File: src/hw/rtl/sfs_pkg.sv
`timescale 1ns / 1ps
// ----------------------------------------------------------------------------
// sfs_pkg
// Shared types and constants of the sprite frame sequencer: item kinds,
// sequencer states, stream field positions and divider status.
// ----------------------------------------------------------------------------
package sfs_pkg;

	typedef enum logic [2:0] {
		OP_TICK       = 3'd0,
		OP_SELECT     = 3'd1,
		OP_LOAD_FRAME = 3'd2,
		OP_LOAD_SEQ   = 3'd3,
		OP_PAUSE      = 3'd4
	} op_t;

	typedef enum logic [2:0] {
		ST_IDLE,
		ST_SEQ_RD,
		ST_TICK,
		ST_DIV_CNT,
		ST_ADVANCE,
		ST_DIV_WRAP,
		ST_FRAME_WB,
		ST_FINISH
	} state_t;

	typedef struct packed {
		logic busy;
		logic done;
	} div_stat_t;

	localparam int OP_W        = 3;
	localparam int IN_TDATA_W  = 208;
	localparam int OUT_TDATA_W = 144;
	localparam int BOX_W       = 64;
	localparam int IDX_W       = 8;
	localparam int FIELD_T_W   = 24;

	// Input item field positions in s_tdata.
	localparam int IN_DELTA_LO  = 0;
	localparam int IN_VIS_BIT   = 24;
	localparam int IN_SLOT_LO   = 25;
	localparam int IN_BEGIN_LO  = 33;
	localparam int IN_END_LO    = 41;
	localparam int IN_PERIOD_LO = 49;
	localparam int IN_TEX_LO    = 73;
	localparam int IN_SPR_LO    = 137;

	// Result item field positions in m_tdata.
	localparam int OUT_TEX_LO     = 0;
	localparam int OUT_SPR_LO     = 64;
	localparam int OUT_FRAME_LO   = 128;
	localparam int OUT_CHANGE_BIT = 136;
	localparam int OUT_PAUSE_BIT  = 137;

endpackage

File: src/hw/rtl/sfs_divider.sv
`timescale 1ns / 1ps
// ----------------------------------------------------------------------------
// sfs_divider
// Restoring radix-2 divider giving quotient and remainder, one quotient bit
// per cycle.
// ----------------------------------------------------------------------------
module sfs_divider #(
	parameter int W = 24
) (
	input  logic                  clk,
	input  logic                  arst_n,
	input  logic                  start,
	input  logic [W-1:0]          dividend,
	input  logic [W-1:0]          divisor,
	output sfs_pkg::div_stat_t    stat,
	output logic [W-1:0]          quotient,
	output logic [W-1:0]          remainder
);

	localparam int CW = $clog2(W + 1);

	logic [W-1:0]  rem_q;
	logic [W-1:0]  quo_q;
	logic [W-1:0]  den_q;
	logic [CW-1:0] cnt_q;
	logic          busy_q;
	logic          done_q;

	logic [W:0]    trial;
	logic [W:0]    diff;
	logic          ge;

	assign trial = {rem_q, quo_q[W-1]};
	assign ge    = trial >= {1'b0, den_q};
	assign diff  = trial - {1'b0, den_q};

	always_ff @(posedge clk or negedge arst_n) begin
		if (!arst_n) begin
			busy_q <= 1'b0;
			done_q <= 1'b0;
			cnt_q  <= '0;
		end else if (start) begin
			busy_q <= 1'b1;
			done_q <= 1'b0;
			cnt_q  <= CW'(W);
		end else if (busy_q) begin
			cnt_q <= cnt_q - 1'b1;
			if (cnt_q == CW'(1)) begin
				busy_q <= 1'b0;
				done_q <= 1'b1;
			end
		end else begin
			done_q <= 1'b0;
		end
	end

	always_ff @(posedge clk) begin
		if (start) begin
			rem_q <= '0;
			quo_q <= dividend;
			den_q <= divisor;
		end else if (busy_q) begin
			rem_q <= ge ? diff[W-1:0] : trial[W-1:0];
			quo_q <= {quo_q[W-2:0], ge};
		end
	end

	assign stat.busy = busy_q;
	assign stat.done = done_q;
	assign quotient  = quo_q;
	assign remainder = rem_q;

	a_done_after_busy: assert property (@(posedge clk) disable iff (!arst_n)
		done_q |-> $past(busy_q))
		else $error("divider finished without running");
	a_no_restart: assert property (@(posedge clk) disable iff (!arst_n)
		busy_q && cnt_q != CW'(1) |=> busy_q)
		else $error("divider stopped early");
	a_quiet_count: assert property (@(posedge clk) disable iff (!arst_n)
		!busy_q && !start |=> !busy_q)
		else $error("divider started without a request");

endmodule

File: config.mk
export PLATFORM = sky130hd
export DESIGN_NAME = sfs_divider
export DESIGN_NICKNAME = d
export VERILOG_FILES = /design/src/hw/rtl/sfs_pkg.sv /design/src/hw/rtl/sfs_divider.sv
export SDC_FILE = /design/constraint.sdc
export NUM_CORES = 1
export LEC_CHECK = 0
export ABC_AREA = 1
export BUFFER_PORTS_ARGS = -buffer_cell sky130_fd_sc_hd__buf_2
export CAP_MARGIN = 10
export CORE_MARGIN = 3
export CORE_UTILIZATION = 35
export DETAILED_ROUTE_END_ITERATION = 12
export MAX_ROUTING_LAYER = met4
export PLACE_DENSITY = 0.64
export SKIP_LAST_GASP = 1
export SYNTH_ARGS = -nofsm -noshare
export SYNTH_HDL_FRONTEND = slang
export SYNTH_SLANG_ARGS = --single-unit
export TNS_END_PERCENT = 1
File: constraint.sdc
create_clock -name clk -period 2.2 [get_ports clk]
set_input_delay 0.33 -clock clk [delete_from_list [all_inputs] [get_ports clk]]
set_output_delay 0.33 -clock clk [all_outputs]
set_load 0.1 [all_outputs]
# [Yosys cells after proc, flatten, opt, wreduce, memory -nomap -nowiden]
# Index checks and enable logic that the tools add are counted.
[word_totals] ff_bits=79 input_bits=51 out_inout_bits=50 wordCells=23
[op_classes] n_addsub=2 reduce_logical=1 magnitude_cmp=1 n_eq_ne=2 n_mux=11
[op_table] op="$mux 24" count=3
[op_table] op="$ge 25x24->1" count=1
[op_table] op="$sub 24x24->24" count=1
[op_table] op="$mux 5" count=2
[op_table] op="$mux 1" count=6
[op_table] op="$eq 5x1->1 const B" count=1
[op_table] op="$sub 5x1->5 const B" count=1
[op_table] op="$ne 3x2->1 const B" count=1
[op_table] op="$reduce_bool 2->1" count=1

# [Depth between registers and ports, before layout]
# Gate-level depths: netlist of run 1.
[depth] word_depth=4 mapped_depth=15 ltp_nobuf=15

# [Least setup slack after synthesis of run 1]
# No wires, ideal clock.
[synth_path] kind="register -> register" startpoint="register quo_q[23], in the netlist quotient[23]" endpoint="register rem_q[12], in the netlist remainder[12]" arrival_ns=2.494 setup_slack_ns=-0.409 period_less_slack_ns=2.609 required_ns=2.084 stages_incl_launch_ff=16 path_cell_list="edfxtp_1 inv_1 ha_1 fa_1 inv_1 nand3_1 nand3_1 nand3_1 nand2_1 nand2_1 nand2_1 nand2_1 nand2_1 nand2_1 nand3_1 nand2_1"
[synth_via] elab_chain_len=2 word_cells_on_any_way=3 cone_classes="add/sub (1); order compare (1); mux (1)"
[synth_lines] item="start, declared" line="sfs_divider.sv:23" text="logic [W-1:0] quo_q;"
[synth_lines] item="start signal, assigned" line="sfs_divider.sv:60" text="quo_q <= dividend;"
[synth_lines] item="start signal, assigned" line="sfs_divider.sv:64" text="quo_q <= {quo_q[W-2:0], ge};"
[synth_lines] item="$sub 24x24->24 or $ge 25x24->1 (tied branches)" line="sfs_divider.sv:35, sfs_divider.sv:34"
[synth_lines] item="$mux 24 (*)" line="sfs_divider.sv:63" text="rem_q <= ge ? diff[W-1:0] : trial[W-1:0];"
[synth_lines] item="end signal, assigned" line="sfs_divider.sv:63"
[synth_lines] item="end, declared" line="sfs_divider.sv:22" text="logic [W-1:0] rem_q;"
# Mark *: on every way between the ends. The rest lies on a longest branch, timed or not.
# A chain may end at the register's enable or synchronous reset.

# [Worst setup path after layout of run 1]
[layout_path] startpoint="register den_q[17]" endpoint="register rem_q[13], in the netlist remainder[13]"
[layout_via] elab_chain_len=2
[layout_lines] item="start, declared" line="sfs_divider.sv:24" text="logic [W-1:0] den_q;"
[layout_lines] item="start signal, assigned" line="sfs_divider.sv:61" text="den_q <= divisor;"
[layout_lines] item="$ge 25x24->1" line="sfs_divider.sv:34" text="assign ge = trial >= {1'b0, den_q};"
[layout_lines] item="$mux 24" line="sfs_divider.sv:63"
# No other way between the ends.

==> impl_metrics.json, run 1 <==
{
  "status": "complete, no violations",
  "power.leakage_nw": 3.51,
  "worst-path-max-fanout": 12,
  "place.gp.congestion": 0.929,
  "worstMarginPinSlew_ns": 0.894,
  "die_width_um": 127,
  "fin_ws_ns": 0.109,
  "crit_path_end_kind": "register",
  "antenna_found_initial": 0,
  "grt_pass1_vias": 4538,
  "syn_area_mm2": 0.00510,
  "yosysWarnings": 0,
  "track_usage": 0.180,
  "antenna_left": 0,
  "clock-sinks": 79,
  "hold_viol_final": 0,
  "max_freq_ghz": 0.478,
  "num_antenna_cells": 0,
  "drtIter0Drc": 343,
  "area_delta_synth_final_pct": 32.0,
  "port_buffers": 100,
  "setup_viol": 0,
  "vias_per_cell": 4.66,
  "whs_ns": 0.143,
  "yosys_register_bits": 79,
  "num_io_pins": 101,
  "start_util": 0.363,
  "post_drt_wl_per_cell_um": 14.2,
  "grt_max_degree": 50,
  "power_density_mw_per_mm2": 1300,
  "cp.required_ns": 2.48,
  "cts_made_buffers": 9,
  "clk_latency_ns": 0.36,
  "core_mm2": 0.0140,
  "layout_min_cycle_time_ns": 2.09,
  "clk_pin_slew_ns": 0.07,
  "firstDrtPassIters": 5,
  "wl_um": 14500,
  "die-area_mm2": 0.0160,
  "hp-class": "in2reg",
  "drive_above_1_share": 0.261,
  "h-tree-depth": 3,
  "dp_hpwl_um": 10000,
  "fin_tns_setup_ns": 0,
  "min_period_over_period": 0.950,
  "synth_nets": 800,
  "postSynthCellCount": 722,
  "slew_viol_final": 0,
  "rsz0062_at_grt": "false",
  "crit_path_start_kind": "register",
  "grt_first_pass_wirelength_um": 22300,
  "skew_ns": 0.0120,
  "final_nets": 916,
  "r2r_setup_slack_ns": 0.11,
  "fillers": 1436,
  "relSlewSlack": 0.403,
  "clock_path_buffers": 2,
  "final_area_mm2": 0.00673,
  "worstSetupPathType": "reg2reg",
  "placed_cell_area_mm2": 0.00586,
  "gr-total-overflow": 0,
  "drc": 0,
  "num_vias": 4769,
  "maxCapViolCount": 0,
  "syn_area_per_cell_um2": 7.06,
  "ys_types": 36,
  "clock-root-buffer": "clkbuf_16",
  "seq_area_frac_synth": 0.411,
  "vdd_drop_max_uv": 548,
  "cts_tree": "built",
  "fp.dieH_um": 127,
  "cp.arrival_ns": 2.37,
  "place_ws_ns": -0.0161,
  "std_cell_rows": 43
}
## worst paths after layout
kind | start | end | cells after the start
max | den_q[17] | remainder[13] | 14
min | divisor[18] | den_q[18] | 1
max reg2reg | den_q[17] | remainder[13] | 14
min reg2reg | cnt_q[4] | cnt_q[4] | 1
max in group asynchronous | arst_n | cnt_q[3] | 2
min in group asynchronous | arst_n | busy_q | 2
## synth_stat cells (all sizes together)
library cell  count  area, um^2
clkinv            1        3.75
nor2             38         155
fa                1        20.0
xnor2             8        70.1
nand4             6        37.5
clkbuf            5        18.8
buf              12        87.6
a31oi             1        6.26
a21oi            18        93.8
nand2           290        1100
o21bai            1        7.51
nor3              2        21.3
o21ai            18        90.1
ha               26         325
nand3b           10        87.6
edfxtp           48        1440
dfxtp            24         480
nand3            68         345
xor2              1        8.76
dfrtp             7         175
o22ai             1        6.26
nor4              1        6.26
inv             135         507
## report_power, final
part / leakage, nW / internal, W / switching (W)
sequential: 0.784 / 0.00187 / 0.000255
combinational: 2.58 / 0.00158 / 0.00346
clock: 0.153 / 0.000903 / 0.000684
total: 3.51 / 0.00435 / 0.00440
## routing by layer
layer | track usage | part of all wire
met4 | 0.0442 | 0.011
met3 | 0.0501 | 0.061
met5 | - | 0
met2 | 0.275 | 0.45
met1 | 0.237 | 0.48
## worst max-delay path, stage by stage (launching register included)
cell       delay [ns]
edfxtp_1         0.32
inv_1            0.05
ha_1             0.35
nand2_2          0.09
nor2_1           0.15
nand2_1          0.10
nor2_1           0.15
nand2_1          0.08
nand2_2          0.08
nor2_4           0.06
buf_12           0.15
clkbuf_16        0.17
nand3_1          0.07
nand3_1          0.08
o21ai_1          0.12
## through the flow
stage	power, W	util	instances
after CTS	0.00801	0.440	1013
after global placement	0.00638	0.417	996
final	0.00875	0.479	1023
after global routing	0.00935	0.479	1023
after floorplan	0.00558	-	722
after detailed placement	0.00639	0.417	996
## layout make-up
cell class / instances / area (um^2) / area share
clock buffers: 9 / 225 / 0.0335
clock inverters: 7 / 85.1 / 0.0127
inverters: 136 / 510 / 0.0759
multi-input cells: 491 / 2760 / 0.411
flip-flops and latches: 79 / 2120 / 0.316
well taps: 180 / 225 / 0.0335
repair buffers: 121 / 793 / 0.118
## what timing repair did
item | 4_1_cts | 5_1_grt
hold buffers | 1 | 0
buffers inserted | 0 | 5
pin swaps | 0 | 11
cloned | 0 | 5
endpoints found under the setup margin | 19 | 25
endpoints found under the hold margin | 7 | 0
resized for setup | 1 | 75
## cells in the final DEF, fill, tap and decap left out, drive strengths merged
| cell | count |
|---|---|
| nand2 | 291 |
| inv | 139 |
| buf | 116 |
| nand3 | 68 |
| edfxtp | 48 |
| nor2 | 38 |
| ha | 26 |
| dfxtp | 24 |
| a21oi | 18 |
| o21ai | 18 |
| clkbuf | 13 |
| nand3b | 10 |
| xnor2 | 8 |
| dfrtp | 7 |
| nand4 | 6 |
| clkinv | 3 |
| nor3 | 2 |
| a31oi | 1 |
| o22ai | 1 |
| nor4 | 1 |
| xor2 | 1 |
| o21bai | 1 |
| fa | 1 |
| bufinv | 1 |
| dlygate4sd3 | 1 |
## state kept, by name, summed over array words and instances, names as in the netlist
register,count
done_q,1
quotient,24
cnt_q,5
busy_q,1
den_q,24
remainder,24
## cells by family (layout without fill, tap and decap cells)
| family | after synthesis | after routing | synth area share |
|---|---|---|---|
| buf+inv | 153 | 273 | 0.121 |
| compound gates | 39 | 39 | 0.0400 |
| flops | 79 | 79 | 0.411 |
| fa+ha+maj | 27 | 27 | 0.0678 |
| xor+xnor | 9 | 9 | 0.0155 |
| simple gates | 415 | 416 | 0.344 |
No activity file was read; power rests on OpenSTA's default activity.
==> run 2: changes to the inputs <==
BUFFER_PORTS_ARGS = unset   (was -buffer_cell sky130_fd_sc_hd__buf_2)
DONT_BUFFER_PORTS = 1   (was unset)
PLACE_DENSITY = 0.58   (was 0.64)
==> run 2 against run 1 <==
  * Clock power hardly changed
  * Cell count decreased by 7.1%
  * Global-route usage shrank 0.83 points
  * Largest cell class unchanged
  * Largest power group unchanged
==> impl_metrics.json, run 2 (synthesis gave the netlist of run 1 again) <==
{
  "relSlewSlack": 0.368,
  "grt_first_pass_wirelength_um": 21100,
  "num_vias": 4453,
  "antenna_found_initial": 0,
  "cp.required_ns": 2.45,
  "maxCapViolCount": 0,
  "clock-sinks": 79,
  "dp_hpwl_um": 9650,
  "hold_start": "divisor[6]",
  "setup_viol": 0,
  "fillers": 1451,
  "start_util": 0.363,
  "post_drt_wl_per_cell_um": 14.2,
  "hp-class": "in2reg",
  "cp.arrival_ns": 2.33,
  "cts_tree": "built",
  "r2r_setup_slack_ns": 0.11,
  "whs_ns": 0.0663,
  "vias_per_cell": 4.69,
  "port_buffers": 0,
  "rsz0062_at_grt": "true",
  "grt_max_degree": 52,
  "area_delta_synth_final_pct": 21.4,
  "cp.buffers_inverters": 3,
  "critPathLaunch": "den_q[13]",
  "die-area_mm2": 0.0160,
  "crit_path_end_kind": "register",
  "die_width_um": 127,
  "r2r-start": "den_q[13]",
  "wl_um": 13500,
  "num_io_pins": 101,
  "h-tree-depth": 3,
  "fin_util": 0.441,
  "antenna_left": 0,
  "power.leakage_nw": 3.18,
  "slew_viol_final": 0,
  "core_mm2": 0.0140,
  "final_nets": 843,
  "r2r_end": "remainder[23]",
  "cp_common_cell": "nand2_1",
  "min_path_cells": 0,
  "multiInputGateArea_mm2": 0.00258,
  "vdd_drop_max_uv": 596,
  "firstDrtPassIters": 5,
  "power_density_mw_per_mm2": 1370,
  "worst-path-max-fanout": 6,
  "cp_top_family": "simple AND/OR/NAND/NOR gates",
  "cp_cell_sequence": "inv_1 > ha_1 > nand2_4 > nor2_1 > nand2_1 > nor2_1 > nand2_1 > nand2_2 > nor2_4 > clkbuf_16 > nand3_1 > nand2_1 > inv_1 > nand2_1 > nand2_1",
  "cts_made_buffers": 9,
  "layout_min_cycle_time_ns": 2.09,
  "std_cell_rows": 43,
  "status": "complete, no violations",
  "min_period_over_period": 0.949,
  "final_common_cell": "nand2_1",
  "num_antenna_cells": 0,
  "slowest_stage": "ha_1",
  "worstMarginPinSlew_ns": 0.947,
  "fp.dieH_um": 127,
  "ff_latch_area_mm2": 0.00212,
  "clock-root-buffer": "clkbuf_16",
  "worstSetupPathType": "reg2reg",
  "crit_path_start_kind": "register",
  "hold_viol_final": 0,
  "drive_above_1_share": 0.174,
  "drtIter0Drc": 276,
  "whs_endpoint": "den_q[6]",
  "place.gp.congestion": 0.941,
  "clk_latency_ns": 0.35,
  "slowest_delay_ns": 0.36,
  "grt_pass1_vias": 4181,
  "track_usage": 0.171,
  "clock_path_buffers": 2,
  "layout_common_cells": "274 x nand2_1, 127 x inv_1, 66 x nand3_1",
  "skew_ns": 0.0131,
  "max_freq_ghz": 0.479,
  "clk_pin_slew_ns": 0.07,
  "gr-total-overflow": 0,
  "reg2reg_depth": 15,
  "drc": 0
}
-- run 2: power by group --
group / internal (W) / total, W / switching [W]
Clock: 0.000907 / 0.00159 / 0.000686
Combinational: 0.00145 / 0.00454 / 0.00310
Sequential: 0.00187 / 0.00231 / 0.000446
Total: 0.00422 / 0.00845 / 0.00423
-- run 2: layout make-up --
cell class | instances | share of cell area
multi-input cells | 490 | 0.417
flip-flops and latches | 79 | 0.343
inverters | 136 | 0.0825
repair buffers | 49 | 0.0702
clock buffers | 9 | 0.0364
well taps | 180 | 0.0364
clock inverters | 7 | 0.0140
-- run 2: how the worst max path moves through the flow --
stage                         end  slack (ns)  depth (start not counted)
detailed placement  remainder[21]        0.04                         15
global placement      quotient[0]        0.03                         11
finish              remainder[23]        0.11                         15
global route        remainder[12]       -0.02                         13
floorplan           remainder[16]       -0.28                         15
CTS                 remainder[21]        0.02                         15
-- run 2: stage by stage --
| stage | instance area [um^2] | worst slack, ns | instances | total power, W | TNS (ns) |
|---|---|---|---|---|---|
| after floorplan | 5130 | -0.283 | 722 | 0.00558 | -5.35 |
| after global placement | 5560 | 0.0291 | 926 | 0.00638 | 0 |
| after detailed placement | 5560 | 0.0442 | 926 | 0.00639 | 0 |
| after CTS | 5880 | 0.0210 | 943 | 0.00803 | 0 |
| after global routing | 6190 | -0.0187 | 950 | 0.00906 | -0.118 |
| final | 6190 | 0.112 | 950 | 0.00845 | 0 |
-- run 2: routing by layer --
| metal | routed length, um | global-route usage | up-vias |
|---|---|---|---|
| met2 | 5970 | 0.257 | 114 |
| met1 | 6310 | 0.223 | 1991 |
| li1 | - | - | 2331 |
| met4 | 206 | 0.0555 | 0 |
| met5 | 0 | - | - |
| met3 | 992 | 0.0514 | 17 |
-- run 2: what timing repair did --
action	CTS	global route
hold buffers	1	0
endpoints found under the hold margin	7	0
buffers inserted	0	4
endpoints found under the setup margin	0	25
gates resized for setup	0	46
